==> config.mk <==
export PLATFORM = sky130hd
export DESIGN_NAME = seven_bit_base91_encoder
export DESIGN_NICKNAME = d
export VERILOG_FILES = /design/src/rtl/core/sbe_pkg.sv /design/src/rtl/core/seven_bit_base91_encoder.sv /design/src/rtl/core/sbe_front.sv /design/src/rtl/core/sbe_queue.sv /design/src/rtl/core/sbe_back.sv
export SDC_FILE = /design/constraint.sdc
export NUM_CORES = 1
export LEC_CHECK = 0
export BUFFER_PORTS_ARGS = -buffer_cell sky130_fd_sc_hd__buf_4
export CORE_ASPECT_RATIO = 1.2
export CORE_UTILIZATION = 40
export CTS_CLUSTER_DIAMETER = 50
export CTS_CLUSTER_SIZE = 40
export DETAILED_ROUTE_END_ITERATION = 8
export HOLD_SLACK_MARGIN = 0.12
export MAX_ROUTING_LAYER = met4
export PLACE_DENSITY_LB_ADDON = 0.12
export SETUP_SLACK_MARGIN = 0.15
export SLEW_MARGIN = 20
export SYNTH_ARGS = -nofsm -noshare
export SYNTH_HDL_FRONTEND = slang
export SYNTH_HIERARCHICAL = 1
export SYNTH_SLANG_ARGS = --single-unit
==> constraint.sdc <==
create_clock -name clk -period 4.8 [get_ports clk]
set_clock_uncertainty 0.1 [all_clocks]
set_input_delay 0.48 -clock clk [delete_from_list [all_inputs] [get_ports clk]]
set_output_delay 0.48 -clock clk [all_outputs]
set_load 0.02 [all_outputs]
==> src/rtl/core/sbe_pkg.sv <==
// Shared types and constants for the seven-bit base-91 encoder.
// Used by the front end, the job queue, the back end and the top level.
// No dependencies.
package sbe_pkg;

  localparam int unsigned BYTE_W      = 8;
  localparam int unsigned VAL_W       = 6;
  localparam int unsigned CHAR_W      = 7;
  localparam int unsigned PAIR_W      = 2 * VAL_W + 1;
  localparam int unsigned GROUP_SIZE  = 13;
  localparam int unsigned FILL_W      = 4;
  localparam int unsigned PAIR_CNT_W  = 3;
  localparam int unsigned VALS_PER_JOB = 4;
  localparam int unsigned BASE_CHARS  = 91;
  localparam int unsigned CHAR_OFFSET = 32;
  localparam int unsigned BAD_PAIR    = 90 * 91 + 90;
  localparam int unsigned QUEUE_DEPTH = 2;

  // Reciprocal of the base for the quotient digit; exact for all 13-bit pairs.
  localparam int unsigned RECIP_SHIFT = 20;
  localparam int unsigned RECIP       = (1 << RECIP_SHIFT) / BASE_CHARS + 1;
  localparam int unsigned RECIP_W     = 14;

  localparam logic [CHAR_W-1:0] END_HI = CHAR_W'(BAD_PAIR / BASE_CHARS + CHAR_OFFSET);
  localparam logic [CHAR_W-1:0] END_LO = CHAR_W'(BAD_PAIR % BASE_CHARS + CHAR_OFFSET);
  localparam logic [VAL_W-1:0]  TOP_FLAG = VAL_W'(1) << (VAL_W - 1);

  // Command codes on the input channel.
  localparam logic CMD_DATA  = 1'b0;
  localparam logic CMD_FLUSH = 1'b1;

  // One queued job: the four 6-bit values of a triple, and whether the
  // stream ends after it.
  typedef struct packed {
    logic                                flush;
    logic [VALS_PER_JOB-1:0][VAL_W-1:0]  vals;
  } job_t;

  typedef enum logic [2:0] {
    B_VAL,
    B_Z1,
    B_Z2,
    B_CNT,
    B_HI,
    B_LO,
    B_ROT
  } back_state_t;

endpackage

==> src/rtl/core/seven_bit_base91_encoder.sv <==
// Seven-bit base-91 encoder. Input beats carry a data byte (cmd 0) or an
// end-of-stream command (cmd 1); output beats carry one printable character
// (32..122) each, with last_of_run marking the final character that an input
// beat causes. Data bytes are taken one per cycle while the job queue has
// room; every third byte and every end-of-stream command becomes a job. The
// back end stores each job's 6-bit values one at a time, sends each full group
// of 12 characters once it finds the store full before a further value, and
// then realigns the store. An end-of-stream command takes, in the back end,
// its four values, three trailer characters, the closing group (its
// characters plus the realignment) and, if its triple overflows the store, a
// full group before them. The queue holds QUEUE_DEPTH jobs.
// Uses sbe_pkg, sbe_front, sbe_queue and sbe_back.
module seven_bit_base91_encoder import sbe_pkg::*; #(
  parameter int unsigned QUEUE_DEPTH_P = QUEUE_DEPTH
) (
  input  logic              clk,
  input  logic              rst,
  input  logic              in_valid,
  output logic              in_ready,
  input  logic              cmd,
  input  logic [BYTE_W-1:0] data_byte,
  output logic              out_valid,
  input  logic              out_ready,
  output logic [CHAR_W-1:0] out_char,
  output logic              last_of_run
);

  logic push;
  job_t push_job;
  logic q_full;
  logic pop;
  job_t head_job;
  logic head_valid;

  sbe_front u_front (
    .clk       (clk),
    .rst       (rst),
    .in_valid  (in_valid),
    .in_ready  (in_ready),
    .cmd       (cmd),
    .data_byte (data_byte),
    .q_full    (q_full),
    .push      (push),
    .push_job  (push_job)
  );

  sbe_queue #(
    .DEPTH (QUEUE_DEPTH_P)
  ) u_queue (
    .clk       (clk),
    .rst       (rst),
    .push      (push),
    .wr_job    (push_job),
    .full      (q_full),
    .pop       (pop),
    .rd_job    (head_job),
    .not_empty (head_valid)
  );

  sbe_back u_back (
    .clk         (clk),
    .rst         (rst),
    .job         (head_job),
    .job_valid   (head_valid),
    .job_pop     (pop),
    .out_valid   (out_valid),
    .out_ready   (out_ready),
    .out_char    (out_char),
    .last_of_run (last_of_run)
  );

endmodule

==> src/rtl/core/sbe_front.sv <==
// Front end: takes input beats, gathers bytes into triples and turns each
// finished triple or end-of-stream command into a job. Uses sbe_pkg.
module sbe_front import sbe_pkg::*; (
  input  logic              clk,
  input  logic              rst,
  input  logic              in_valid,
  output logic              in_ready,
  input  logic              cmd,
  input  logic [BYTE_W-1:0] data_byte,
  input  logic              q_full,
  output logic              push,
  output job_t              push_job
);

  logic [BYTE_W-1:0] triple_bytes [3];
  logic [1:0]        triple_fill;
  logic              accept;
  logic [BYTE_W-1:0] b0;
  logic [BYTE_W-1:0] b1;
  logic [BYTE_W-1:0] b2;

  assign in_ready = !q_full;
  assign accept   = in_valid && in_ready;
  assign push     = accept && ((cmd == CMD_FLUSH) || (triple_fill == 2'd2));

  assign b0 = triple_bytes[0];
  assign b1 = triple_bytes[1];
  assign b2 = (cmd == CMD_FLUSH) ? triple_bytes[2] : data_byte;

  // A partial triple carries its byte count in the fourth value.
  always_comb begin
    push_job.flush   = (cmd == CMD_FLUSH);
    push_job.vals[0] = b0[7:2];
    push_job.vals[1] = {b0[1:0], b1[7:4]};
    push_job.vals[2] = {b1[3:0], b2[7:6]};
    push_job.vals[3] = (cmd == CMD_FLUSH) ? VAL_W'(triple_fill) : b2[VAL_W-1:0];
  end

  always_ff @(posedge clk) begin
    if (rst) begin
      triple_fill     <= '0;
      triple_bytes[0] <= '0;
      triple_bytes[1] <= '0;
      triple_bytes[2] <= '0;
    end else if (accept) begin
      if (cmd == CMD_FLUSH) begin
        triple_fill <= '0;
      end else begin
        triple_bytes[triple_fill] <= data_byte;
        triple_fill <= (triple_fill == 2'd2) ? 2'd0 : triple_fill + 2'd1;
      end
    end
  end

endmodule

==> src/rtl/core/sbe_queue.sv <==
// Short job queue between the front and back ends.
// Uses sbe_pkg for the job type.
module sbe_queue import sbe_pkg::*; #(
  parameter int unsigned DEPTH = QUEUE_DEPTH
) (
  input  logic clk,
  input  logic rst,
  input  logic push,
  input  job_t wr_job,
  output logic full,
  input  logic pop,
  output job_t rd_job,
  output logic not_empty
);

  localparam int unsigned PTR_W = (DEPTH > 1) ? $clog2(DEPTH) : 1;
  localparam int unsigned CNT_W = $clog2(DEPTH + 1);

  job_t             slots [DEPTH];
  logic [PTR_W-1:0] wr_ptr;
  logic [PTR_W-1:0] rd_ptr;
  logic [CNT_W-1:0] count;

  assign full      = (count == CNT_W'(DEPTH));
  assign not_empty = (count != '0);
  assign rd_job    = slots[rd_ptr];

  always_ff @(posedge clk) begin
    if (rst) begin
      wr_ptr <= '0;
      rd_ptr <= '0;
      count  <= '0;
    end else begin
      if (push) begin
        wr_ptr <= (wr_ptr == PTR_W'(DEPTH - 1)) ? '0 : wr_ptr + PTR_W'(1);
      end
      if (pop) begin
        rd_ptr <= (rd_ptr == PTR_W'(DEPTH - 1)) ? '0 : rd_ptr + PTR_W'(1);
      end
      if (push && !pop) begin
        count <= count + CNT_W'(1);
      end else if (pop && !push) begin
        count <= count - CNT_W'(1);
      end
    end
  end

  always_ff @(posedge clk) begin
    if (push) begin
      slots[wr_ptr] <= wr_job;
    end
  end

endmodule

==> src/rtl/core/sbe_back.sv <==
// Back end: appends job values to the 13-entry group store, sends groups as
// base-91 character pairs and emits the end-of-stream trailer. Uses sbe_pkg.
module sbe_back import sbe_pkg::*; (
  input  logic              clk,
  input  logic              rst,
  input  job_t              job,
  input  logic              job_valid,
  output logic              job_pop,
  output logic              out_valid,
  input  logic              out_ready,
  output logic [CHAR_W-1:0] out_char,
  output logic              last_of_run
);

  localparam int unsigned PROD_W = PAIR_W + RECIP_W;

  back_state_t             state, state_next;
  logic [1:0]              j, j_next;
  logic [FILL_W-1:0]       fill, fill_next;
  logic [VAL_W-1:0]        store [GROUP_SIZE];
  logic [VAL_W-1:0]        store_next [GROUP_SIZE];
  logic [VAL_W-1:0]        store_rot [GROUP_SIZE];
  logic [VAL_W-1:0]        top, top_next;
  logic [PAIR_CNT_W-1:0]   k, k_next;
  logic [PAIR_CNT_W-1:0]   npairs, npairs_next;
  logic [FILL_W-1:0]       rot, rot_next;
  logic [CHAR_W-1:0]       qdig, qdig_next;
  logic [PAIR_W-1:0]       pv, pv_next;
  logic                    ret_val, ret_val_next;
  logic                    send_last, send_last_next;
  logic                    out_valid_next;
  logic [CHAR_W-1:0]       out_char_next;
  logic                    last_next;

  logic                    adv;
  logic                    emit;
  logic [CHAR_W-1:0]       emit_char;
  logic                    emit_last;
  logic [PAIR_W-1:0]       pair_v;
  logic [PROD_W-1:0]       prod;
  logic [CHAR_W-1:0]       quo;
  logic [PAIR_W-1:0]       rem_full;
  logic                    group_full;
  logic [FILL_W:0]         fill_plus;
  logic [PAIR_CNT_W-1:0]   flush_pairs;
  logic [VAL_W-1:0]        flush_top;

  assign adv = !out_valid || out_ready;

  // Entries 0 and 1 are always the pair being sent; the store turns one
  // place per character and then on at the end until it has made a full turn and lines up again.
  assign pair_v   = {top[VAL_W-1], store[0], store[1]};
  assign prod     = PROD_W'(pair_v) * PROD_W'(RECIP);
  assign quo      = prod[RECIP_SHIFT +: CHAR_W];
  assign rem_full = pv - PAIR_W'(qdig) * PAIR_W'(BASE_CHARS);

  always_comb begin
    for (int i = 0; i < GROUP_SIZE - 1; i++) begin
      store_rot[i] = store[i + 1];
    end
    store_rot[GROUP_SIZE-1] = store[0];
  end

  assign group_full  = (fill == FILL_W'(GROUP_SIZE));
  assign fill_plus   = (FILL_W + 1)'(fill) + (FILL_W + 1)'(1);
  assign flush_pairs = group_full ? PAIR_CNT_W'(GROUP_SIZE / 2)
                                  : fill_plus[PAIR_CNT_W:1];
  assign flush_top   = group_full ? store[GROUP_SIZE-1]
                                  : (fill[0] ? TOP_FLAG : '0);

  always_comb begin
    state_next     = state;
    j_next         = j;
    fill_next      = fill;
    store_next     = store;
    top_next       = top;
    k_next         = k;
    npairs_next    = npairs;
    rot_next       = rot;
    qdig_next      = qdig;
    pv_next        = pv;
    ret_val_next   = ret_val;
    send_last_next = send_last;
    job_pop        = 1'b0;
    emit           = 1'b0;
    emit_char      = END_HI;
    emit_last      = 1'b0;

    case (state)
      B_VAL: begin
        if (job_valid) begin
          if (group_full) begin
            // A value arrives at a full store: send the group first.
            fill_next      = '0;
            top_next       = store[GROUP_SIZE-1];
            npairs_next    = PAIR_CNT_W'(GROUP_SIZE / 2);
            k_next         = '0;
            ret_val_next   = 1'b1;
            send_last_next = !job.flush;
            state_next     = B_HI;
          end else begin
            store_next[fill] = job.vals[j];
            fill_next        = fill + FILL_W'(1);
            j_next           = j + 2'd1;
            if (j == 2'(VALS_PER_JOB - 1)) begin
              if (job.flush) begin
                state_next = B_Z1;
              end else begin
                job_pop = 1'b1;
              end
            end
          end
        end
      end
      B_Z1: begin
        if (adv) begin
          emit       = 1'b1;
          emit_char  = END_HI;
          state_next = B_Z2;
        end
      end
      B_Z2: begin
        if (adv) begin
          emit       = 1'b1;
          emit_char  = END_LO;
          state_next = B_CNT;
        end
      end
      B_CNT: begin
        if (adv) begin
          emit      = 1'b1;
          emit_char = CHAR_W'(fill) + CHAR_W'(CHAR_OFFSET);
          emit_last = (fill == '0);
          if (fill == '0) begin
            job_pop    = 1'b1;
            state_next = B_VAL;
          end else begin
            top_next       = flush_top;
            npairs_next    = flush_pairs;
            k_next         = '0;
            ret_val_next   = 1'b0;
            send_last_next = 1'b1;
            state_next     = B_HI;
          end
        end
      end
      B_HI: begin
        if (adv) begin
          emit       = 1'b1;
          emit_char  = quo + CHAR_W'(CHAR_OFFSET);
          qdig_next  = quo;
          pv_next    = pair_v;
          top_next   = {top[VAL_W-2:0], 1'b0};
          store_next = store_rot;
          rot_next   = rot + FILL_W'(1);
          state_next = B_LO;
        end
      end
      B_LO: begin
        if (adv) begin
          emit       = 1'b1;
          emit_char  = rem_full[CHAR_W-1:0] + CHAR_W'(CHAR_OFFSET);
          emit_last  = send_last && (k == npairs - PAIR_CNT_W'(1));
          store_next = store_rot;
          rot_next   = rot + FILL_W'(1);
          k_next     = k + PAIR_CNT_W'(1);
          state_next = (k == npairs - PAIR_CNT_W'(1)) ? B_ROT : B_HI;
        end
      end
      B_ROT: begin
        store_next = store_rot;
        if (rot == FILL_W'(GROUP_SIZE - 1)) begin
          rot_next   = '0;
          state_next = B_VAL;
          if (!ret_val) begin
            job_pop   = 1'b1;
            fill_next = '0;
          end
        end else begin
          rot_next = rot + FILL_W'(1);
        end
      end
      default: begin
        state_next = B_VAL;
      end
    endcase

    out_valid_next = adv ? emit : out_valid;
    out_char_next  = emit ? emit_char : out_char;
    last_next      = emit ? emit_last : last_of_run;
  end

  always_ff @(posedge clk) begin
    if (rst) begin
      state     <= B_VAL;
      j         <= '0;
      fill      <= '0;
      top       <= '0;
      k         <= '0;
      npairs    <= '0;
      rot       <= '0;
      ret_val   <= 1'b0;
      send_last <= 1'b0;
      out_valid <= 1'b0;
      for (int i = 0; i < GROUP_SIZE; i++) begin
        store[i] <= '0;
      end
    end else begin
      state     <= state_next;
      j         <= j_next;
      fill      <= fill_next;
      top       <= top_next;
      k         <= k_next;
      npairs    <= npairs_next;
      rot       <= rot_next;
      ret_val   <= ret_val_next;
      send_last <= send_last_next;
      out_valid <= out_valid_next;
      store     <= store_next;
    end
  end

  always_ff @(posedge clk) begin
    qdig        <= qdig_next;
    pv          <= pv_next;
    out_char    <= out_char_next;
    last_of_run <= last_next;
  end

endmodule

Word-level counts from Yosys, hierarchy flattened

Memory sizes are Yosys's and may differ from the RTL's. A register that Yosys moved wholly into a read port is not among the register bits.
Cells that the tools add are included.

Flip-flop bits (word level): 134
Bits in latches: 0
Memory bits (writable): 74
ROM bits: 0
Bits of input ports: 13
Output and inout port bits: 10
Logic and storage cells: 215
Memories kept: 2

Memories:

| memory               | depth | width | read ports | clocked after Yosys merged registers in | wr ports | RTL line        | RTL |
|---|---|---|---|---|---|---|---|
| u_queue.slots        | 2     | 25    | 1          | 1                                       | 1        | sbe_queue.sv:19 | `job_t slots [DEPTH];` |
| u_front.triple_bytes | 3     | 8     | 3          | 0                                       | 3        | sbe_front.sv:15 | `logic [BYTE_W-1:0] triple_bytes [3];` |

$add $sub $neg: 15
$mul: 2
Divide/modulo/power cells: 0
$lt $le $gt $ge: 3
Equal/unequal tests: 26
Shift-type cells: 0
Mux-type cells: 99
Bitwise logic cells: 2
Reductions and logical operators: 35

Operators by type and width:

| kind                                                                   | number |
|---|---|
| 78-bit two-way mux                                                     | 3 |
| 78-bit one-hot mux with 3 select lines                                 | 1 |
| 78-bit bitwise mux                                                     | 1 |
| 3-bit two-way mux                                                      | 21 |
| 6-bit two-way mux                                                      | 10 |
| 1-bit two-way mux                                                      | 33 |
| 13-bit by 14-bit multiplier with 27-bit output (second input constant) | 1 |
| 6-bit demux with 4-bit select                                          | 1 |
| 4-bit two-way mux                                                      | 6 |
| 7-bit two-way mux                                                      | 3 |
| 3-bit one-hot mux with 7 select lines                                  | 1 |
| 7-bit one-hot mux with 3 select lines                                  | 1 |
| 6-bit one-hot mux with 3 select lines                                  | 1 |
| 8-bit two-way mux                                                      | 2 |
| 2-bit by 1-bit != test with 1-bit output (second input constant)       | 8 |
| 4-bit one-hot mux with 2 select lines                                  | 2 |
| 7-bit by 6-bit adder with 7-bit output (second input constant)         | 2 |
| 4-bit by 1-bit adder with 4-bit output (second input constant)         | 3 |
| 6-bit binary-select mux with 2-bit select                              | 1 |
| 2-bit two-way mux                                                      | 6 |
| 6-bit AND reduction                                                    | 2 |
| 2-bit nonzero test                                                     | 5 |
| 3-bit equality test (second input constant)                            | 3 |
| 3-bit one-hot mux with 3 select lines                                  | 1 |
| other kinds (37)                                                       | 64 |

Longest topological paths before layout

Gate-level depths: netlist of run 1.

Depth after elaboration: 9
Gate-level depth with buffers: 18
Depth with buffers taken out: 18

By module

The synthesis of run 1 kept the hierarchy.

Modules (own cells, without submodules):

| module    | times used | cells an instance | area each (um^2) | sequential area each (um^2) |
|---|---|---|---|---|
| sbe_back  | 1          | 991               | 8997.4           | 2782.7 |
| sbe_queue | 1          | 100               | 2013.2           | 1601.5 |
| sbe_front | 1          | 78                | 952.2            | 580.6 |

Least setup slack after synthesis of run 1

OpenSTA, ideal clock, no wires.

Path kind: register to register
Start point: register u_back.store (netlist bit u_back/pair_v[2])
End point: register u_back.out_char[6] (data pin)
Arrival time: 4773 ps
Slack: -230 ps
Stages on the path, launching flop included: 19
Period minus slack after synthesis: 5030 ps
Cell sequence: dfxtp_1 inv_1 ha_1 fa_1 inv_1 ha_1 fa_1 inv_1 fa_1 inv_1 ha_1 a21oi_2 a21oi_1 a211oi_2 nor3b_1 or4_4 a21oi_4 xor3_1 o221ai_2

Cells in the longest elaborated chain, start to end: 4

Ends and longest elaborated chain:

| what                                           | RTL line        | RTL |
|---|---|---|
| from (decl)                                    | sbe_back.sv:20  | `logic [VAL_W-1:0] store [GROUP_SIZE];` |
| from (signal assigned)                         | sbe_back.sv:219 | `store <= store_next;` |
| 13-bit by 14-bit multiplier with 27-bit output | sbe_back.sv:53  | `assign prod = PROD_W'(pair_v) * PROD_W'(RECIP);` |
| 7-bit by 6-bit adder with 7-bit output         | sbe_back.sv:150 | `emit_char = quo + CHAR_W'(CHAR_OFFSET);` |
| 7-bit two-way mux                              | sbe_back.sv:148 | `if (adv) begin` |
| 7-bit one-hot mux with 3 select lines          | sbe_back.sv:89  | `case (state)` |
| to (signal assigned)                           | sbe_back.sv:226 | `out_char <= out_char_next;` |
| to (decl)                                      | sbe_back.sv:11  | `output logic [CHAR_W-1:0] out_char,` |

No other way between the ends.
A chain may end at the register's enable or synchronous reset.

Worst setup path in the final report of run 1

Start point: register u_back.store (netlist bit u_back/pair_v[11])
End point: register u_back.out_char[6] (data pin)

The elaborated chain is that of the path after synthesis.

==> results.ini, run 1 <==
[clocking]
htreeDepth=1
clkTransAtPathRegs_ns=0.06
cts.sinks=203
clkLatencyLatePin_ns=0.55
cts_buffer_depth=3
cts_root_buf=clkbuf_16
cts_tree=built
cts_inserted_buffers=27

[outcome]
run_status=complete, no violations

[setup_path]
crit_path_end=u_back/out_char[6]
startpoint=u_back/pair_v[11]
path_class=reg2reg
crit_chain=buf_4 -> ha_1 -> inv_1 -> fa_1 -> fa_1 -> inv_1 -> ha_1 -> ha_1 -> ha_4 -> and3_1 -> and2_1 -> a22o_2 -> or4_4 -> a21oi_4 -> xor3_1 -> o221ai_2
cp-start-kind=flip-flop
worst-endpoint-arrival_ns=4.93
worstPathRequired_ns=5.09
critical-path-top-delay-family=adder cells
slowest_stage=fa_1
endpoint_kind=flip-flop
r2r-end=u_back/out_char[6]
cp_num_cells=16
worst-path-buf-inv=3
max_stage_delay_ns=0.54
cpMostUsedCell=ha_1
reg2reg_depth=16
crit_fanout=5
r2r-start=u_back/pair_v[11]
r2r_slack_ns=0.17

[synth]
synth_area_leader_cell=edfxtp_1
synthMuxAreaShare_pct=4.00
synth_xor_area_share_pct=2.83
synthesis.area_um2=12000
synth-compound-area-share_pct=15.7
synth_warnings=6
yosys.area_share.simple_pct=10.8
synth_nets=1336
ys_seq_area_share_pct=41.5
synth_top_family_by_area=adder cells
ys.flop_type=dfxtp_1
synth_top_area_share_pct=22.6
synth_edf_count=90
synth_fa_ha_area_share_pct=18.6
synth_cells=1169
synthTopCellsByArea=edfxtp_1 (23%), dfxtp_1 (19%), ha_1 (12%)
synthArstFlopShare_pct=0
ys_seq_elements=203
ys_types=68
synth.avg_cell_area_um2=10.2

[global_route]
overflow=0
grt_pass1_vias=8744
antenna_found_initial=0
grtUsageTotal_pct=19.7
grt_first_pass_wirelength_um=46400
grt_max_degree=103

[floorplanning]
die-width_um=160
io_pins=23
dieArea_um2=30600
rows=69
core_um2=29500
die_h_um=191
start_util_pct=40.5

[place]
io_buffers=22
place_hpwl_um=20700
gp_congestion=0.847

[sta]
slew_headroom_pct=34.5
finalHoldViolCount=0
drv_slew=0
post-route-period-util_pct=96.5
max_freq_mhz=216
setup_violations=0
fin_crit_ns=4.63
tightest_slew_ns=0.978
fin_tns_setup_ns=0
rsz0062_at_grt=yes

[final_layout]
syn2layout_area_growth_pct=15.2
antenna_cells=0
multi_input_area_um2=6430
final.fill_count=2844
seq_area_um2=4980
drive_gt1_share_pct=17.0
layout.nets=1359

[power]
irDropWorstVdd_v=0.000250
total_power_mw=5.29
power.density_nw_per_um2=384
cellLeakagePower_nw=5.50

[drt]
highest_layer=met4
wl_met1_um=11900
dr.pass1.iters=5
drt_iter0_drc=434
ant_nets=0
num_vias=8617
viasPerCell=5.38
dr_wl_met3_um=925
drc=0
routed-wl-met2_um=15000
wirelength_um=28600
wl_per_cell_um=17.8

[job]
cap_violations=0

[min_path]
hold_path_class=in2reg
min_path_cells=2

area by class of cell:
cell class                 instances  share of cell area, %
clock buffer                      33                   5.29
clock inverter                    17                   1.42
inverter                         128                   3.49
multi-input combinational        768                   46.6
sequential                       203                   36.1
tap                              390                   3.54
timing repair buffer              64                   3.51
layout by cell type, fill, tap and decap left out, drive strengths merged, types with 12 or more instances in the layout:
cell type / instances
o21ai: 20
mux2: 26
fa: 39
a211oi: 76
a22oi: 34
clkbuf: 33
edfxtp: 90
nor3: 16
o22ai: 53
ha: 115
nand3: 20
nor2: 133
and3: 14
xnor2: 24
xor2: 12
a21oi: 45
inv: 136
nand2: 36
buf: 64
dfxtp: 113
registers in the layout, indices dropped and copies added, names as in the netlist, 4 cells and up, named ones only:
name / count
u_back/fill: 4
u_back/out_char: 7
u_back/pair_v: 12
u_back/pv: 7
u_back/qdig: 7
u_back/rot: 4
u_back/store: 66
u_back/top: 6
u_front/triple_bytes: 18
u_queue/slots: 50
through the flow:
stage | utilization, % | hold WS (ns) | instance area (um^2) | std cells | setup slack [ns]
4_1_cts | 46.6 | 0.123 | 13800 | 1602 | 0.122
2_1_floorplan | - | 0.321 | 12000 | 1169 | 0.159
3_3_place_gp | 42.9 | 0.325 | 12700 | 1549 | -0.0397
6_report | 46.7 | 0.147 | 13800 | 1603 | 0.167
3_5_place_dp | 42.9 | 0.331 | 12700 | 1549 | -0.147
5_1_grt | 46.7 | 0.147 | 13800 | 1603 | -0.0280
cell families after synthesis:
family,after synthesis
and+or+nand+nor,269
xor gates and xnor gates,37
AOI/OAI and AO/OA,271
muxes,37
DFF,203
adders and majority gates,154
buffers and inverters,198
synthesized netlist by cell type, types with 15 or more instances:
cell type,number
a21oi_1,41
o21ai_0,15
nor2_1,133
xnor2_1,24
fa_1,39
mux2_2,26
nand3_1,20
inv_1,128
edfxtp_1,90
a22oi_1,34
dfxtp_1,113
nand2_1,36
clkbuf_1,46
o22ai_1,53
ha_1,115
a211oi_1,75
power breakdown:
group / leakage (nW) / switching [mW] / total, mW / internal [mW]
Sequential: 1.75 / 0.0774 / 1.98 / 1.91
Combinational: 3.30 / 0.742 / 1.26 / 0.516
Clock: 0.452 / 0.829 / 2.05 / 1.22
Total: 5.50 / 1.65 / 5.29 / 3.64
routing by layer:
metal | vias to the layer above | track usage [%]
met5 | - | -
met4 | 0 | 6.56
met3 | 45 | 2.26
met2 | 159 | 36.1
met1 | 4167 | 22.1
li1 | 4246 | -
repair_timing:
action	CTS	global route
cloned	0	0
endpoints found under the setup margin	3	4
gates resized for setup	24	5
buffers inserted	3	1
hold buffers	0	0
pin swaps	22	6
worst min path at each step:
| stage | start | endpoint | slack [ns] |
|---|---|---|---|
| global placement | u_front/triple_bytes[1][2] | u_queue/slots[1][16] | 0.32 |
| CTS | data_byte[4] | u_front/triple_bytes[0][4] | 0.12 |
| global route | data_byte[5] | u_front/triple_bytes[0][5] | 0.15 |
| finish | data_byte[4] | u_front/triple_bytes[0][4] | 0.15 |
| detailed placement | u_front/triple_bytes[0][3] | u_queue/slots[0][1] | 0.33 |
| floorplan | u_front/triple_bytes[0][2] | u_queue/slots[0][0] | 0.32 |
Power figures use the tool's default switching activity.
==> inputs of run 2 (changes only) <==
BUFFER_PORTS_ARGS = -buffer_cell sky130_fd_sc_hd__buf_2   (was -buffer_cell sky130_fd_sc_hd__buf_4)
CORE_UTILIZATION = 39   (was 40)
GPL_TIMING_DRIVEN = 0   (was unset)
==> run 2 against run 1 <==
Net effect: largest power group is now registers; routed wire length is 4.8% higher; critical path type unchanged; combinational power hardly changed; first-iteration DRC count is 16% higher; flip-flop and latch count stayed put.
==> results.ini, run 2 (synthesis results as in run 1) <==
[place]
gp_congestion=0.853  ; +0.72%
dp.cells=1582  ; +2.1%
place_hpwl_um=22400  ; +8.2%
io_buffers=22  ; unchanged
dp_slack_ns=-0.530  ; -0.384 ns

[sta]
fin_crit_ns=4.77  ; +0.138 ns
post-route-period-util_pct=99.4  ; +2.9 points
finalHoldViolCount=0  ; unchanged
max_freq_mhz=210  ; -2.9%
rsz0062_at_grt=yes
tightest_slew_ns=1.13  ; +0.152 ns
setup_violations=0  ; unchanged
drv_slew=0  ; unchanged
worst_slack_ns=0.0294  ; -0.138 ns
slew_headroom_pct=24.0  ; -11 points

[job]
cap_violations=0  ; unchanged

[drt]
num_vias=8800  ; +2.1%
highest_layer=met4
wl_met1_um=12400  ; +5.0%
drc=0  ; unchanged
viasPerCell=5.36  ; -0.36%
wirelength_um=30000  ; +4.8%
dr_wl_met3_um=876  ; -5.3%
routed-wl-met2_um=15900  ; +5.8%
ant_nets=0  ; unchanged
dr.pass1.iters=6  ; +1
wl_per_cell_um=18.2  ; +2.3%
drt_iter0_drc=503  ; +16%

[power]
cellLeakagePower_nw=5.45  ; -0.93%
total_power_mw=5.14  ; -2.8%
irDropWorstVdd_v=0.000235  ; -5.7%
power.density_nw_per_um2=372  ; -3.1%

[clocking]
htreeDepth=1  ; unchanged
cts_inserted_buffers=25  ; -7.4%
cts_tree=built
cts_buffer_depth=3  ; unchanged
clkLatencyLatePin_ns=0.55  ; about the same
clkTransAtPathRegs_ns=0.07  ; about the same
postCtsHoldBufs=0  ; unchanged
cts.sinks=203  ; unchanged
cts_root_buf=clkbuf_16

[final_layout]
final.fill_count=2910  ; +2.3%
final-instance-count-excl-fill=1643  ; +2.5%
multi_input_area_um2=6450  ; +0.33%
layout.nets=1401  ; +3.1%
final_common_cell=nor2_1
final_cell_mix=nor2_1 (132), inv_1 (124), dfxtp_1 (102)
antenna_cells=0  ; unchanged
reg.largest.list=u_back/store x66, u_queue/slots x50, u_front/triple_bytes x18
regMostFlops=u_back/store
seq_area_um2=5000  ; +0.38%
syn2layout_area_growth_pct=15.5
drive_gt1_share_pct=16.4  ; -0.62 points
largest_register_ff_count=66  ; unchanged

[floorplanning]
die_h_um=194  ; +1.3%
rows=69  ; unchanged
start_util_pct=40.0  ; -0.47 points
dieArea_um2=31400  ; +2.5%
die-width_um=162  ; +1.3%
core_um2=29900  ; +1.2%
io_pins=23  ; unchanged

[setup_path]
worst-path-buf-inv=6  ; +3
max_stage_delay_ns=0.54  ; about the same
worst-endpoint-arrival_ns=4.96  ; +0.03 ns
critical-path-top-delay-family=adder cells
crit_chain=inv_2 -> ha_4 -> fa_1 -> inv_2 -> ha_4 -> fa_1 -> inv_1 -> fa_1 -> inv_2 -> ha_4 -> a21oi_4 -> a21oi_2 -> a211oi_2 -> buf_4 -> nor3b_2 -> or4_4 -> buf_4 -> xor2_4 -> nand2b_1 -> a31oi_1
path_class=reg2reg
worstPathRequired_ns=4.99  ; -0.10 ns
endpoint_kind=flip-flop
slowest_stage=or4_4
crit_fanout=4  ; -1
cp-start-kind=flip-flop

[global_route]
antenna_found_initial=0  ; unchanged
overflow=0  ; unchanged
grt_pass1_vias=9131  ; +4.4%
grt_max_degree=26  ; -75%
grtUsageTotal_pct=19.9  ; +0.22 points
grt_first_pass_wirelength_um=48000  ; +3.4%

[outcome]
run_status=complete, no violations

[min_path]
hold_path_class=in2reg

[run 2: cell types whose count changed in the layout (fill, tap and decap cells not counted), sizes merged]
| cell | change |
|---|---|
| buf | -2 |
| clkbuf | +39 |
| clkinv | -1 |
| bufinv | -2 |
| clkinvlp | +1 |
| inv | +5 |
[run 2: per-stage QoR]
step	utilization [%]	area (um^2)	hold slack (ns)	setup TNS (ns)
2_1_floorplan	-	12000	0.321	0
3_3_place_gp	42.2	12600	0.325	-2.73
3_5_place_dp	42.3	12600	0.333	-2.77
4_1_cts	46.0	13800	0.130	0
5_1_grt	46.3	13800	0.137	-0.413
6_report	46.3	13800	0.156	0
[run 2: routing by layer]
layer / vias up / GRT usage [%]
met5: - / -
met4: 0 / 5.66
met3: 58 / 1.99
met2: 152 / 36.6
met1: 4263 / 22.4
li1: 4327 / -
[run 2: final cells by class]
cell class / count / share of cell area (%)
clock inverters: 20 / 1.54
repair buffers: 38 / 1.81
multi-input cells: 768 / 46.7
flip-flops and latches: 203 / 36.2
well taps: 390 / 3.53
plain buffers: 70 / 2.19
inverters: 128 / 3.48
clock buffers: 26 / 4.63
[run 2: final timing paths]
| check | startpoint | end | slack, ns | cells past startpoint |
|---|---|---|---|---|
| worst min register to register | u_front/triple_bytes[1][3] | u_queue/slots[0][17] | 0.34 | 0 |
| worst min-delay path | data_byte[3] | u_front/triple_bytes[0][3] | 0.16 | 2 |
| worst max register to register | u_back/pair_v[2] | u_back/out_char[4] | 0.03 | 20 |
| worst max-delay path | u_back/pair_v[2] | u_back/out_char[4] | 0.03 | 20 |
[run 2: what timing repair did]
item	4_1_cts	5_1_grt
pin swaps	17	6
endpoints found under the setup margin	14	8
setup buffers	15	0
resized for setup	35	9
[run 2: where the power goes]
group	total (mW)	leakage, nW	internal, mW	switching, mW
Clock	1.91	0.413	1.04	0.870
Sequential	1.97	1.75	1.91	0.0676
Combinational	1.26	3.28	0.485	0.774
==> inputs of run 3 (changes only) <==
MAX_ROUTING_LAYER = unset   (was met4)
==> run 3 against run 2 <==
Net effect: clock-buffer cell count unchanged; setup slack about the same; via count decreased by 0.26%; register-to-register slack about the same.
==> results.ini, run 3 (synthesis results as in run 1) <==
[global_route]
grt_max_degree=26  ; unchanged
antenna_found_initial=0  ; unchanged
grt_pass1_vias=9127  ; -0.044%
grtUsageTotal_pct=19.3  ; -0.58 points
grt_first_pass_wirelength_um=48000  ; about the same
overflow=0  ; unchanged

[place]
place_hpwl_um=22400  ; unchanged
io_buffers=22  ; unchanged
placed_area_um2=12600  ; unchanged
gp_congestion=0.840  ; -1.5%

[floorplanning]
io_pins=23  ; unchanged
start_util_pct=40.0  ; unchanged
dieArea_um2=31400  ; unchanged
rows=69  ; unchanged
die-width_um=162  ; unchanged
core_um2=29900  ; unchanged
die_h_um=194  ; unchanged

[final_layout]
antenna_cells=0  ; unchanged
reg.largest.list=u_back/store x66, u_queue/slots x50, u_front/triple_bytes x18
regMostFlops=u_back/store
layout.nets=1401  ; unchanged
largest_register_ff_count=66  ; unchanged
final_common_cell=nor2_1
final.fill_count=2910  ; unchanged
multi_input_area_um2=6450  ; unchanged
seq_area_um2=5000  ; unchanged
final_area_um2=13800  ; unchanged
syn2layout_area_growth_pct=15.5  ; unchanged
final_cell_mix=nor2_1 (132), inv_1 (124), dfxtp_1 (102)
drive_gt1_share_pct=16.4  ; unchanged

[drt]
viasPerCell=5.34  ; -0.26%
num_vias=8777  ; -0.26%
ant_nets=0  ; unchanged
wirelength_um=30000  ; about the same
wl_per_cell_um=18.2  ; about the same
dr.pass1.iters=5  ; -1
drt_iter0_drc=473  ; -6.0%
drc=0  ; unchanged

[min_path]
hold_path_end=u_front/triple_bytes[0][3]
hold_path_class=in2reg
min_path_cells=2  ; unchanged
min_from=data_byte[3]

[power]
total_power_mw=5.14  ; about the same
power.density_nw_per_um2=372  ; about the same
cellLeakagePower_nw=5.45  ; unchanged
irDropWorstVdd_v=0.000236  ; about the same

[clocking]
postCtsHoldBufs=0  ; unchanged
clkTransAtPathRegs_ns=0.07  ; about the same
cts_buffer_depth=3  ; unchanged
clkLatencyLatePin_ns=0.55  ; about the same
cts.sinks=203  ; unchanged
cts_root_buf=clkbuf_16
htreeDepth=1  ; unchanged
cts_inserted_buffers=25  ; unchanged
cts_tree=built

[sta]
drv_slew=0  ; unchanged
rsz0062_at_grt=yes
fin_crit_ns=4.77  ; +0.000321 ns
holdWs_ns=0.157  ; +0.000787 ns
post-route-period-util_pct=99.4  ; about the same
tightest_slew_ns=1.18  ; +0.0477 ns
setup_violations=0  ; unchanged
fin_tns_setup_ns=0  ; unchanged
slew_headroom_pct=20.7  ; -3.2 points
finalHoldViolCount=0  ; unchanged
max_freq_mhz=210  ; about the same

[setup_path]
r2r-start=u_back/pair_v[2]
worst-path-buf-inv=6  ; unchanged
critical-path-top-delay-family=adder cells
endpoint_kind=flip-flop
slowest_stage=or4_4
crit_fanout=4  ; unchanged
worst-endpoint-arrival_ns=4.96  ; about the same
cp-start-kind=flip-flop
path_class=reg2reg
max_stage_delay_ns=0.54  ; about the same
worstPathRequired_ns=4.99  ; about the same
r2r-end=u_back/out_char[4]
crit_chain=inv_2 -> ha_4 -> fa_1 -> inv_2 -> ha_4 -> fa_1 -> inv_1 -> fa_1 -> inv_2 -> ha_4 -> a21oi_4 -> a21oi_2 -> a211oi_2 -> buf_4 -> nor3b_2 -> or4_4 -> buf_4 -> xor2_4 -> nand2b_1 -> a31oi_1
reg2reg_depth=20  ; unchanged
r2r_slack_ns=0.03  ; about the same

[outcome]
run_status=complete, no violations

[job]
cap_violations=0  ; unchanged

==> run 3: what timing repair did <==
action / 4_1_cts / 5_1_grt
setup endpoints to repair: 14 / 8
pin swaps: 17 / 6
buffers inserted: 15 / 0
hold endpoints to repair: 0 / 0
resized for setup: 35 / 9
==> run 3: worst max-delay path by stage <==
stage	slack, ns	end	startpoint	cells past startpoint
floorplan	0.16	u_back/out_char[6]	u_back/pair_v[2]	18
global placement	-0.58	u_back/out_char[6]	u_back/pair_v[1]	18
detailed placement	-0.53	u_back/out_char[6]	u_back/pair_v[1]	18
CTS	0.03	u_back/out_char[6]	u_back/pair_v[1]	19
global route	-0.16	u_back/out_char[4]	u_back/pair_v[2]	20
finish	0.03	u_back/out_char[4]	u_back/pair_v[2]	20
==> run 3: power breakdown <==
group | total (mW) | internal [mW] | switching [mW]
Clock | 1.90 | 1.04 | 0.868
Combinational | 1.26 | 0.486 | 0.772
Sequential | 1.97 | 1.91 | 0.0674
Total | 5.14 | 3.43 | 1.71
==> run 3: routing by layer <==
metal	wire (um)	track usage, %	vias to the layer above	part of all wire (%)
met5	0	0	-	0
met4	757	5.66	0	2.5
met3	945	1.99	56	3.2
met2	15800	36.6	152	53
met1	12400	22.5	4241	42
li1	-	-	4328	-
==> run 3: final cells by class <==
cell class | count | area share [%]
multi-input cells | 768 | 46.7
flip-flops and latches | 203 | 36.2
clock buffers | 26 | 4.63
well taps | 390 | 3.53
inverters | 128 | 3.48
plain buffers | 70 | 2.19
repair buffers | 38 | 1.81
clock inverters | 20 | 1.54
==> run 3: through the flow <==
step / std cells / worst slack (ns) / utilization [%]
global route: 1643 / -0.162 / 46.3
floorplan: 1169 / 0.159 / -
finish: 1643 / 0.0291 / 46.3
global placement: 1581 / -0.581 / 42.2
CTS: 1643 / 0.0262 / 46.0
detailed placement: 1582 / -0.530 / 42.3
